### src/sv/physical_page_allocator_assert.svh
// Assertion macros used by the page allocator datapath.
// Each macro expects signals named clk and arst_n in the module that uses it.
`ifndef PHYSICAL_PAGE_ALLOCATOR_ASSERT_SVH
`define PHYSICAL_PAGE_ALLOCATOR_ASSERT_SVH

// Checks the consequent in the same cycle as the antecedent.
`define PPA_ASSERT_NOW(label, ante, cons, msg) \
	label: assert property (@(posedge clk) disable iff (!arst_n) (ante) |-> (cons)) \
		else $error(msg);

// Checks the consequent in the cycle after the antecedent.
`define PPA_ASSERT_NEXT(label, ante, cons, msg) \
	label: assert property (@(posedge clk) disable iff (!arst_n) (ante) |=> (cons)) \
		else $error(msg);

`endif

### src/sv/ppa_pkg.sv
// Types and constants of the physical page allocator.
// Used by the controller, the datapath and the top level; depends on nothing.
`timescale 1ns / 1ps

package ppa_pkg;

	localparam int WORD_BITS = 64;
	localparam int BIT_W     = 6;
	localparam int CNT_W     = 13;
	localparam int ADDR_W    = 32;
	localparam int CFG_IDX_W = 2;
	localparam int CMP_W     = 15;
	localparam logic [CNT_W-1:0] COUNT_MAX = '1;

	localparam logic [CFG_IDX_W-1:0] REG_REGION_BASE = 2'd0;
	localparam logic [CFG_IDX_W-1:0] REG_PAGE_COUNT  = 2'd1;

	typedef enum logic [1:0] {
		OP_ALLOC = 2'd0,
		OP_FREE  = 2'd1,
		OP_INIT  = 2'd2,
		OP_NONE  = 2'd3
	} op_t;

	typedef enum logic [1:0] {
		ST_OK       = 2'd0,
		ST_NO_FREE  = 2'd1,
		ST_RANGE    = 2'd2,
		ST_NOT_USED = 2'd3
	} status_t;

	typedef enum logic [3:0] {
		S_BOOT,
		S_IDLE,
		S_SCAN,
		S_MUL,
		S_ADD,
		S_PREP,
		S_FREE_RD,
		S_FREE_CHK,
		S_INIT_SET,
		S_SWEEP,
		S_DONE
	} state_t;

	typedef struct packed {
		logic    take;
		logic    scan_run;
		logic    alloc_commit;
		logic    mul_load;
		logic    addr_load;
		logic    idx_load;
		logic    free_rd;
		logic    free_commit;
		logic    init_load;
		logic    sweep_step;
		logic    set_status;
		status_t status_code;
		logic    out_load;
	} cmd_t;

	typedef struct packed {
		op_t  op;
		logic scan_hit;
		logic scan_miss;
		logic below_base;
		logic idx_oor;
		logic page_taken;
		logic sweep_last;
		logic out_room;
	} sts_t;

endpackage

### src/sv/ppa_ctrl.sv
// Controller state machine of the page allocator.
// Depends on ppa_pkg; drives the datapath through cmd_t and reads sts_t.
`timescale 1ns / 1ps

module ppa_ctrl (
	input  logic          clk,
	input  logic          arst_n,
	input  logic          in_valid,
	input  ppa_pkg::op_t  in_op,
	output logic          in_ready,
	input  ppa_pkg::sts_t sts,
	output ppa_pkg::cmd_t cmd
);

	ppa_pkg::state_t state_q, state_d;

	always_ff @(posedge clk or negedge arst_n) begin
		if (!arst_n) begin
			state_q <= ppa_pkg::S_BOOT;
		end else begin
			state_q <= state_d;
		end
	end

	always_comb begin
		state_d         = state_q;
		cmd             = '0;
		cmd.status_code = ppa_pkg::ST_OK;
		in_ready        = 1'b0;
		unique case (state_q)
			ppa_pkg::S_BOOT: begin
				cmd.sweep_step = 1'b1;
				if (sts.sweep_last) begin
					state_d = ppa_pkg::S_IDLE;
				end
			end
			ppa_pkg::S_IDLE: begin
				in_ready = 1'b1;
				if (in_valid) begin
					cmd.take = 1'b1;
					unique case (in_op)
						ppa_pkg::OP_ALLOC: state_d = ppa_pkg::S_SCAN;
						ppa_pkg::OP_FREE:  state_d = ppa_pkg::S_PREP;
						ppa_pkg::OP_INIT:  state_d = ppa_pkg::S_PREP;
						ppa_pkg::OP_NONE:  state_d = ppa_pkg::S_DONE;
						default:           state_d = ppa_pkg::S_DONE;
					endcase
				end
			end
			ppa_pkg::S_SCAN: begin
				cmd.scan_run = 1'b1;
				if (sts.scan_hit) begin
					cmd.alloc_commit = 1'b1;
					state_d          = ppa_pkg::S_MUL;
				end else if (sts.scan_miss) begin
					cmd.set_status  = 1'b1;
					cmd.status_code = ppa_pkg::ST_NO_FREE;
					state_d         = ppa_pkg::S_DONE;
				end
			end
			ppa_pkg::S_MUL: begin
				cmd.mul_load = 1'b1;
				state_d      = ppa_pkg::S_ADD;
			end
			ppa_pkg::S_ADD: begin
				cmd.addr_load = 1'b1;
				state_d       = ppa_pkg::S_DONE;
			end
			ppa_pkg::S_PREP: begin
				if (sts.op == ppa_pkg::OP_FREE && sts.below_base) begin
					cmd.set_status  = 1'b1;
					cmd.status_code = ppa_pkg::ST_RANGE;
					state_d         = ppa_pkg::S_DONE;
				end else begin
					cmd.idx_load = 1'b1;
					state_d      = (sts.op == ppa_pkg::OP_INIT) ? ppa_pkg::S_INIT_SET
						: ppa_pkg::S_FREE_RD;
				end
			end
			ppa_pkg::S_FREE_RD: begin
				if (sts.idx_oor) begin
					cmd.set_status  = 1'b1;
					cmd.status_code = ppa_pkg::ST_RANGE;
					state_d         = ppa_pkg::S_DONE;
				end else begin
					cmd.free_rd = 1'b1;
					state_d     = ppa_pkg::S_FREE_CHK;
				end
			end
			ppa_pkg::S_FREE_CHK: begin
				if (sts.page_taken) begin
					cmd.free_commit = 1'b1;
				end else begin
					cmd.set_status  = 1'b1;
					cmd.status_code = ppa_pkg::ST_NOT_USED;
				end
				state_d = ppa_pkg::S_DONE;
			end
			ppa_pkg::S_INIT_SET: begin
				cmd.init_load = 1'b1;
				state_d       = ppa_pkg::S_SWEEP;
			end
			ppa_pkg::S_SWEEP: begin
				cmd.sweep_step = 1'b1;
				if (sts.sweep_last) begin
					state_d = ppa_pkg::S_DONE;
				end
			end
			ppa_pkg::S_DONE: begin
				if (sts.out_room) begin
					cmd.out_load = 1'b1;
					state_d      = ppa_pkg::S_IDLE;
				end
			end
			default: begin
				state_d = ppa_pkg::S_IDLE;
			end
		endcase
	end

endmodule

### config.mk
export PLATFORM = sky130hd
export DESIGN_NAME = ppa_ctrl
export DESIGN_NICKNAME = d
export VERILOG_FILES = /design/src/sv/physical_page_allocator_assert.svh /design/src/sv/ppa_pkg.sv /design/src/sv/ppa_ctrl.sv
export SDC_FILE = /design/constraint.sdc
export NUM_CORES = 1
export LEC_CHECK = 0
export BUFFER_PORTS_ARGS = -buffer_cell sky130_fd_sc_hd__clkbuf_2
export CORE_MARGIN = 2
export CORE_UTILIZATION = 48
export CTS_CLUSTER_DIAMETER = 30
export DETAILED_ROUTE_END_ITERATION = 10
export GPL_TIMING_DRIVEN = 0
export PLACE_DENSITY = 0.89
export RECOVER_POWER = 100
export SLEW_MARGIN = 40
export SYNTH_ARGS = -nofsm -noshare
export SYNTH_HDL_FRONTEND = slang
export SYNTH_SLANG_ARGS = --single-unit
### constraint.sdc
create_clock -name clk -period 3.4 [get_ports clk]
set_clock_uncertainty 0.1 [all_clocks]
set_input_delay 0.17 -clock clk [delete_from_list [all_inputs] [get_ports clk]]
set_output_delay 0.17 -clock clk [all_outputs]
set_load 0.03 [all_outputs]
==> out/metrics.json, run 1 <==
{
  "drt": {
    "route.detailed.vias_per_inst": 5.98,
    "initialDrtViolationCount": 22,
    "routed_wl_um": 1800,
    "routed_wire_length_per_instance_um": 14.0,
    "routed_wl_met3_um": 113,
    "drtPass1Iterations": 4,
    "drt.antenna.violating_nets": 0,
    "drt_drc_violations_left": 0,
    "highest_layer": "met4",
    "drt_met1_wl_um": 755,
    "num_vias": 772,
    "wl_met2_um": 923
  },
  "layout": {
    "layout_commonest_cell": "clkbuf_1",
    "layout_top_registers": "state_q: 4 flops",
    "syn2layout_area_growth_pct": 25.7,
    "post-route-util": 0.629,
    "finish.net_count": 131,
    "seq_area_um2": 100,
    "antenna_cells_inserted": 0,
    "number_of_flip_flops_under_the_largest_register_name": 4,
    "nFillCells": 118,
    "final_cell_mix": "clkbuf_1 (20), clkbuf_2 (13), nor2b_1 (6), nor2_1 (6)",
    "largest-register": "state_q",
    "layout_cell_area_excl_fill_um2": 788,
    "multi_input_area_um2": 462,
    "drive_above_1_share": 0.211
  },
  "sta": {
    "slew_viol_final": 0,
    "slew_headroom": 0.528,
    "final-hold-violation-count": 0,
    "finalSetupTns_ns": 0,
    "period_minus_slack_ns": 2.40,
    "max_freq_ghz": 0.417,
    "max_slew.worst_pin.slew_ns": 0.702,
    "fin_ws_ns": 1.00,
    "unrepaired_setup_endpoints_after_global_routing": "false",
    "final_min_period_over_clock_period": 0.705,
    "final-setup-viol-count": 0
  },
  "clocking": {
    "postCtsSetupBuffers": 0,
    "numCtsBuffers": 3,
    "cts.sink_count": 4,
    "h-tree-depth": 1,
    "cts_tree": "yes",
    "clock_slew_at_the_register_clock_pins_of_the_worst_setup_and_hold_paths_ns": 0.04,
    "insertion_delay_ns": 0.24,
    "max_buffers_root_to_sink": 2,
    "clock-root-buffer": "clkbuf_4"
  },
  "floorplan": {
    "fp.dieArea_um2": 1610,
    "floorplan.initialDensity": 0.500,
    "chipWidth_um": 40.1,
    "die_h_um": 40.1,
    "design.core.area_um2": 1250,
    "std_cell_rows": 13,
    "num_io_pins": 29
  },
  "yosys": {
    "synth.net_count": 97,
    "synth.ff_latch_count": 4,
    "mappedNetlistArea_um2": 627,
    "synthesis.yosys.warnings": 0,
    "post_synth.cell_area_avg_um2": 7.64,
    "synth_seq_area_share": 0.160,
    "synth_flop_cell": "dfrtp_1",
    "syn_inst": 82,
    "synth_edf_count": 0,
    "synthArstFlopShare": 1.00,
    "synth_cell_types": 39
  },
  "power_and_ir_drop": {
    "power-per-cell-area_nw_per_um2": 860,
    "p_total_uw": 678,
    "power.static_leakage_nw": 0.347,
    "max-vdd-ir-drop_mv": 0.450
  },
  "worst_setup_path": {
    "critical_path.max_stage_delay_ns": 0.43,
    "worst_r2r_startpoint": "state_q[1]",
    "critPathMaxFanout": 10,
    "critical_path_arrival_ns": 2.13,
    "worstPathBufferInverterCount": 4,
    "worst_r2r_endpoint": "state_q[3]",
    "worstSetupStartpoint": "state_q[1]",
    "critPathCaptureType": "primary output",
    "ff2ff_setup_slack_ns": 1.24,
    "path_cells": "clkbuf_1 > clkbuf_1 > inv_2 > mux2i_1 > nand2_1 > a21oi_1 > clkbuf_1",
    "timing.critical_path.slowest_stage_cell": "clkbuf_1",
    "worstSetupPathDepth": 7,
    "capture_point_of_the_worst_path": "cmd[2]",
    "critPathTopFamily": "buffers and inverters",
    "timing.critical_path.required_ns": 3.13,
    "critPathLaunchType": "flop",
    "start_to_end_type_of_the_worst_setup_path": "flop to primary output",
    "r2r.worst_path.cells": 5,
    "cpMostUsedCell": "clkbuf_1"
  },
  "grt": {
    "grt.overflow.total": 0,
    "grt_first_pass_wirelength_um": 2550,
    "antenna_found_initial": 0,
    "grt_use_total": 0.234,
    "grt_max_degree": 11,
    "first_global_vias": 595
  },
  "placement": {
    "detailed_place_hpwl_um": 1370,
    "place_area_um2": 786,
    "buffer_ports.inserted": 28,
    "place_ws_ns": 1.52,
    "gp_congestion": 0.899
  },
  "hold_path": {
    "kind_of_path_behind_the_tightest_hold_check": "input port to asynchronous set/reset pin"
  },
  "flow_run": {
    "maxCapViolCount": 0
  },
  "outcome": {
    "outcome": "finished, final reports clean"
  }
}
worst min-delay path by stage:
stage	to	slack, ns
after floorplan	state_q[0]	-0.23
after global placement	state_q[2]	-0.12
after detailed placement	state_q[2]	-0.12
after CTS	state_q[2]	0.18
after global routing	state_q[2]	0.23
final	state_q[2]	0.18
metrics by stage:
step	hold WS [ns]	cells
final	0.184	129
after global routing	0.227	129
after CTS	0.176	129
after detailed placement	-0.123	125
after global placement	-0.124	125
after floorplan	-0.226	82
area by class of cell:
class                      count  share of cell area
timing repair buffer          29               0.167
buffer                         7              0.0444
multi-input combinational     66               0.586
tap                           15              0.0238
inverter                       5              0.0238
sequential                     4               0.127
clock buffer                   3              0.0286
synth_stat cells (2+ instances only):
master     instances  area share
a21oi_1            5       0.040
a2bb2oi_1          2       0.028
and3_1             4       0.040
buf_2              2       0.016
clkbuf_1           3       0.018
dfrtp_1            4        0.16
inv_1              3       0.018
inv_2              2       0.012
nand2_1            3       0.018
nand2b_1           4       0.040
nand3b_1           2       0.024
nand4bb_1          2       0.036
nor2_1             6       0.036
nor2b_1            6       0.060
nor3_1             5       0.040
nor4_1             2       0.020
o21ai_0            2       0.016
o2bb2ai_1          2       0.028
o31a_1             2       0.028
or4b_4             2       0.044
layer usage:
metal / up-vias / GRT usage
li1: 372 / -
met1: 361 / 0.314
met2: 37 / 0.383
met3: 2 / 0.0167
met4: 0 / 0.0948
met5: - / 0
repair_timing:
action,4_1_cts,5_1_grt
resized for setup,0,0
endpoints found under the hold margin,4,0
hold buffers,1,0
where the power goes:
part	leakage (nW)	switching, mW	internal, mW	total (mW)
clock network	0.0138	0.0217	0.0396	0.0613
registers	0.0508	0.0124	0.0687	0.0812
logic	0.282	0.342	0.194	0.536
total	0.347	0.376	0.302	0.678
logic make-up (layout without fill, tap and decap cells):
group / after synthesis / in the layout / share of synthesized area
buf+inv: 12 / 44 / 0.0938
xor+xnor: 1 / 1 / 0.0140
flops: 4 / 4 / 0.160
mux: 1 / 1 / 0.0160
simple gates: 41 / 41 / 0.437
fa+ha+maj: 1 / 1 / 0.0200
compound gates: 22 / 22 / 0.260
(Power assumes the default switching activity.)
==> run 2: changes to the inputs <==
Settings changed: ABC_AREA set to 1, CORE_UTILIZATION 48 to 44, PLACE_DENSITY 0.89 to 0.84.
Clock period 3.4 ns to 2.45 ns, I/O delays scaled along.
==> out/metrics.json, run 2 <==
{
  "outcome": {
    "outcome": "finished, final reports clean"
  },
  "layout": {
    "layout_commonest_cell": "nand2_1",
    "drive_above_1_share": {"value": 0.222, "change": "+0.0117"},
    "final_cell_mix": "nand2_1 (37), nor2_1 (22), inv_1 (16), clkbuf_1 (14), clkbuf_2 (14)",
    "layout_top_registers": "state_q: 4 flops",
    "post-route-util": {"value": 0.589, "change": "-0.0406"},
    "syn2layout_area_growth_pct": 28.7,
    "finish.net_count": {"value": 161, "change": "+23%"},
    "number_of_flip_flops_under_the_largest_register_name": {"value": 4, "change": "unchanged"},
    "largest-register": "state_q",
    "post_layout_nonfiller_instances": {"value": 159, "change": "+23%"},
    "antenna_cells_inserted": {"value": 0, "change": "unchanged"}
  },
  "clocking": {
    "numCtsBuffers": {"value": 3, "change": "unchanged"},
    "clock_slew_at_the_register_clock_pins_of_the_worst_setup_and_hold_paths": {"value": 0.04, "unit": "ns", "change": "about the same"},
    "max_buffers_root_to_sink": {"value": 2, "change": "unchanged"},
    "postCtsResizedCells": {"value": 0, "change": "unchanged"},
    "clock-root-buffer": "clkbuf_4",
    "cts.sink_count": {"value": 4, "change": "unchanged"},
    "insertion_delay": {"value": 0.23, "unit": "ns", "change": "about the same"},
    "cts_tree": "yes",
    "h-tree-depth": {"value": 1, "change": "unchanged"}
  },
  "hold_path": {
    "kind_of_path_behind_the_tightest_hold_check": "input port to asynchronous set/reset pin"
  },
  "floorplan": {
    "num_io_pins": {"value": 29, "change": "unchanged"},
    "std_cell_rows": {"value": 13, "change": "unchanged"},
    "die_h": {"value": 40.3, "unit": "um", "change": "+0.47%"},
    "design.core.area": {"value": 1270, "unit": "um2", "change": "+1.3%"},
    "floorplan.initialDensity": {"value": 0.458, "change": "-0.0429"},
    "fp.dieArea": {"value": 1630, "unit": "um2", "change": "+0.95%"},
    "chipWidth": {"value": 40.3, "unit": "um", "change": "+0.47%"}
  },
  "drt": {
    "route.detailed.vias_per_inst": {"value": 4.97, "change": "-17%"},
    "drtPass1Iterations": {"value": 4, "change": "unchanged"},
    "drt_drc_violations_left": {"value": 0, "change": "unchanged"},
    "initialDrtViolationCount": {"value": 30, "change": "+36%"},
    "drt.antenna.violating_nets": {"value": 0, "change": "unchanged"},
    "routed_wl": {"value": 1570, "unit": "um", "change": "-13%"},
    "routed_wire_length_per_instance": {"value": 9.89, "unit": "um", "change": "-29%"},
    "num_vias": {"value": 790, "change": "+2.3%"}
  },
  "sta": {
    "final-hold-violation-count": {"value": 0, "change": "unchanged"},
    "max_slew.worst_pin.slew": {"value": 0.483, "unit": "ns", "change": "-0.219 ns"},
    "max_freq_ghz": 0.503,
    "finalSetupTns": {"value": 0, "unit": "ns", "change": "unchanged"},
    "slew_headroom": {"value": 0.677, "change": "+0.149"},
    "unrepaired_setup_endpoints_after_global_routing": "false",
    "final-setup-viol-count": {"value": 0, "change": "unchanged"},
    "hold_ws": {"value": 0.140, "unit": "ns", "change": "-0.0442 ns"},
    "period_minus_slack_ns": 1.99,
    "final_min_period_over_clock_period": 0.812,
    "slew_viol_final": {"value": 0, "change": "unchanged"}
  },
  "power_and_ir_drop": {
    "power.static_leakage": {"value": 0.485, "unit": "nW", "change": "+40%"},
    "power-per-cell-area": {"value": 1110, "unit": "nW/um2", "change": "+30%"},
    "max-vdd-ir-drop": {"value": 0.400, "unit": "mV", "change": "-11%"},
    "p_total": {"value": 833, "unit": "uW", "change": "+23%"}
  },
  "yosys": {
    "synth_cell_types": {"value": 15, "change": "-62%"},
    "post_synth_main_area_contributors": "nand2_1 (24%), dfrtp_1 (17%), nor2_1 (12%), nand3_1 (11%), inv_1 (10%)",
    "synthesis.yosys.warnings": {"value": 0, "change": "unchanged"},
    "mappedNetlistArea": {"value": 581, "unit": "um2", "change": "-7.4%"},
    "syn_inst": {"value": 112, "change": "+37%"},
    "synth_seq_area_share": {"value": 0.172, "change": "+0.0127"},
    "synth_edf_count": {"value": 0, "change": "unchanged"},
    "synthArstFlopShare": {"value": 1.00, "change": "unchanged"},
    "synth.net_count": {"value": 127, "change": "+31%"},
    "synth_flop_cell": "dfrtp_1",
    "synthTopCellsByCount": "nand2_1 (37), nor2_1 (19), inv_1 (16), nand3_1 (13), inv_2 (6)",
    "yosysTopAreaCell": "nand2_1",
    "synth.ff_latch_count": {"value": 4, "change": "unchanged"},
    "post-synth-top-count-cell": "nand2_1",
    "post_synth.cell_area_avg": {"value": 5.18, "unit": "um2", "change": "-32%"},
    "synth_largest_type_area_fraction": {"value": 0.239, "change": "+0.0795"}
  },
  "placement": {
    "buffer_ports.inserted": {"value": 28, "change": "unchanged"},
    "detailed_place_hpwl": {"value": 1310, "unit": "um", "change": "-4.5%"},
    "cell_count_post_placement": {"value": 155, "change": "+24%"},
    "gp_congestion": {"value": 0.919, "change": "+2.2%"}
  },
  "flow_run": {
    "maxCapViolCount": {"value": 0, "change": "unchanged"}
  },
  "grt": {
    "grt_first_pass_wirelength": {"value": 2390, "unit": "um", "change": "-6.0%"},
    "first_global_vias": {"value": 618, "change": "+3.9%"},
    "antenna_found_initial": {"value": 0, "change": "unchanged"},
    "grt_use_total": {"value": 0.216, "change": "-0.0180"},
    "grt.overflow.total": {"value": 0, "change": "unchanged"},
    "grt_max_degree": {"value": 8, "change": "-3"}
  },
  "worst_setup_path": {
    "ff2ff_setup_slack": {"value": 0.86, "unit": "ns", "change": "-0.38 ns"},
    "critical_path_arrival": {"value": 1.77, "unit": "ns", "change": "-0.36 ns"},
    "critPathLaunchType": "flop",
    "worst_r2r_startpoint": "state_q[2]",
    "start_to_end_type_of_the_worst_setup_path": "flop to primary output",
    "critPathMaxFanout": {"value": 7, "change": "-3"},
    "timing.critical_path.required": {"value": 2.23, "unit": "ns", "change": "-0.90 ns"},
    "r2r.worst_path.cells": {"value": 7, "change": "+2"},
    "worst_r2r_endpoint": "state_q[1]",
    "critPathCaptureType": "primary output"
  }
}
-- run 2: final cells by class --
cell class | count | area, um2
Multi-Input combinational cell | 86 | 390
Sequential cell | 4 | 100
Clock buffer | 3 | 22.5
Tap cell | 15 | 18.8
Fill cell | 143 | 522
Timing Repair Buffer | 29 | 133
Inverter | 22 | 82.6
-- run 2: metrics by stage --
stage	cell area [um2]	setup slack (ns)
2_1_floorplan	581	0.720
6_report	747	0.462
4_1_cts	772	0.694
3_5_place_dp	739	0.950
3_3_place_gp	739	0.969
5_1_grt	747	0.344
-- run 2: worst max-delay path, cell delays in order (launching register included) --
cell and delay, ns:
dfrtp_1 0.51, inv_2 0.06, nor2_1 0.27, nand3_1 0.12, nand2_1 0.12, inv_1 0.06
nand3_1 0.06, clkbuf_1 0.31
-- run 2: how the worst max path moves through the flow --
stage | from | end | slack [ns] | cells past startpoint
global placement | state_q[1] | cmd[3] | 0.97 | 7
finish | state_q[1] | cmd[3] | 0.46 | 7
floorplan | state_q[0] | cmd[0] | 0.72 | 3
global route | state_q[1] | cmd[3] | 0.34 | 7
CTS | state_q[1] | cmd[3] | 0.69 | 7
detailed placement | state_q[1] | cmd[3] | 0.95 | 7
-- run 2: logic make-up (layout without fill, tap and decap cells) --
logic type	count (synthesis)	in the layout	share of synthesized area
AOI/OAI and AO/OA	2	2	0.0172
adders and majority gates	1	1	0.0215
buffers and inverters	22	54	0.142
DFF	4	4	0.172
and+or+nand+nor	83	83	0.647
-- run 2: power by group --
group | switching, mW | total [mW] | internal, mW
combinational | 0.432 | 0.601 | 0.169
clock | 0.0257 | 0.0803 | 0.0547
sequential | 0.0554 | 0.152 | 0.0964
total | 0.513 | 0.833 | 0.320
-- run 2: timing repair --
item / CTS / global route
setup endpoints to repair: 0 / 0
hold buffers: 1 / 0
buffers inserted: 0 / 0
hold endpoints to repair: 4 / 0
-- run 2: metal layers --
layer  vias to the layer above  wire (um)  GRT usage
li1                        403          -          -
met1                       357        656      0.267
met2                        30        816      0.389
met3                         0        100     0.0222
met4                         0          0     0.0583
met5                         -          0          0
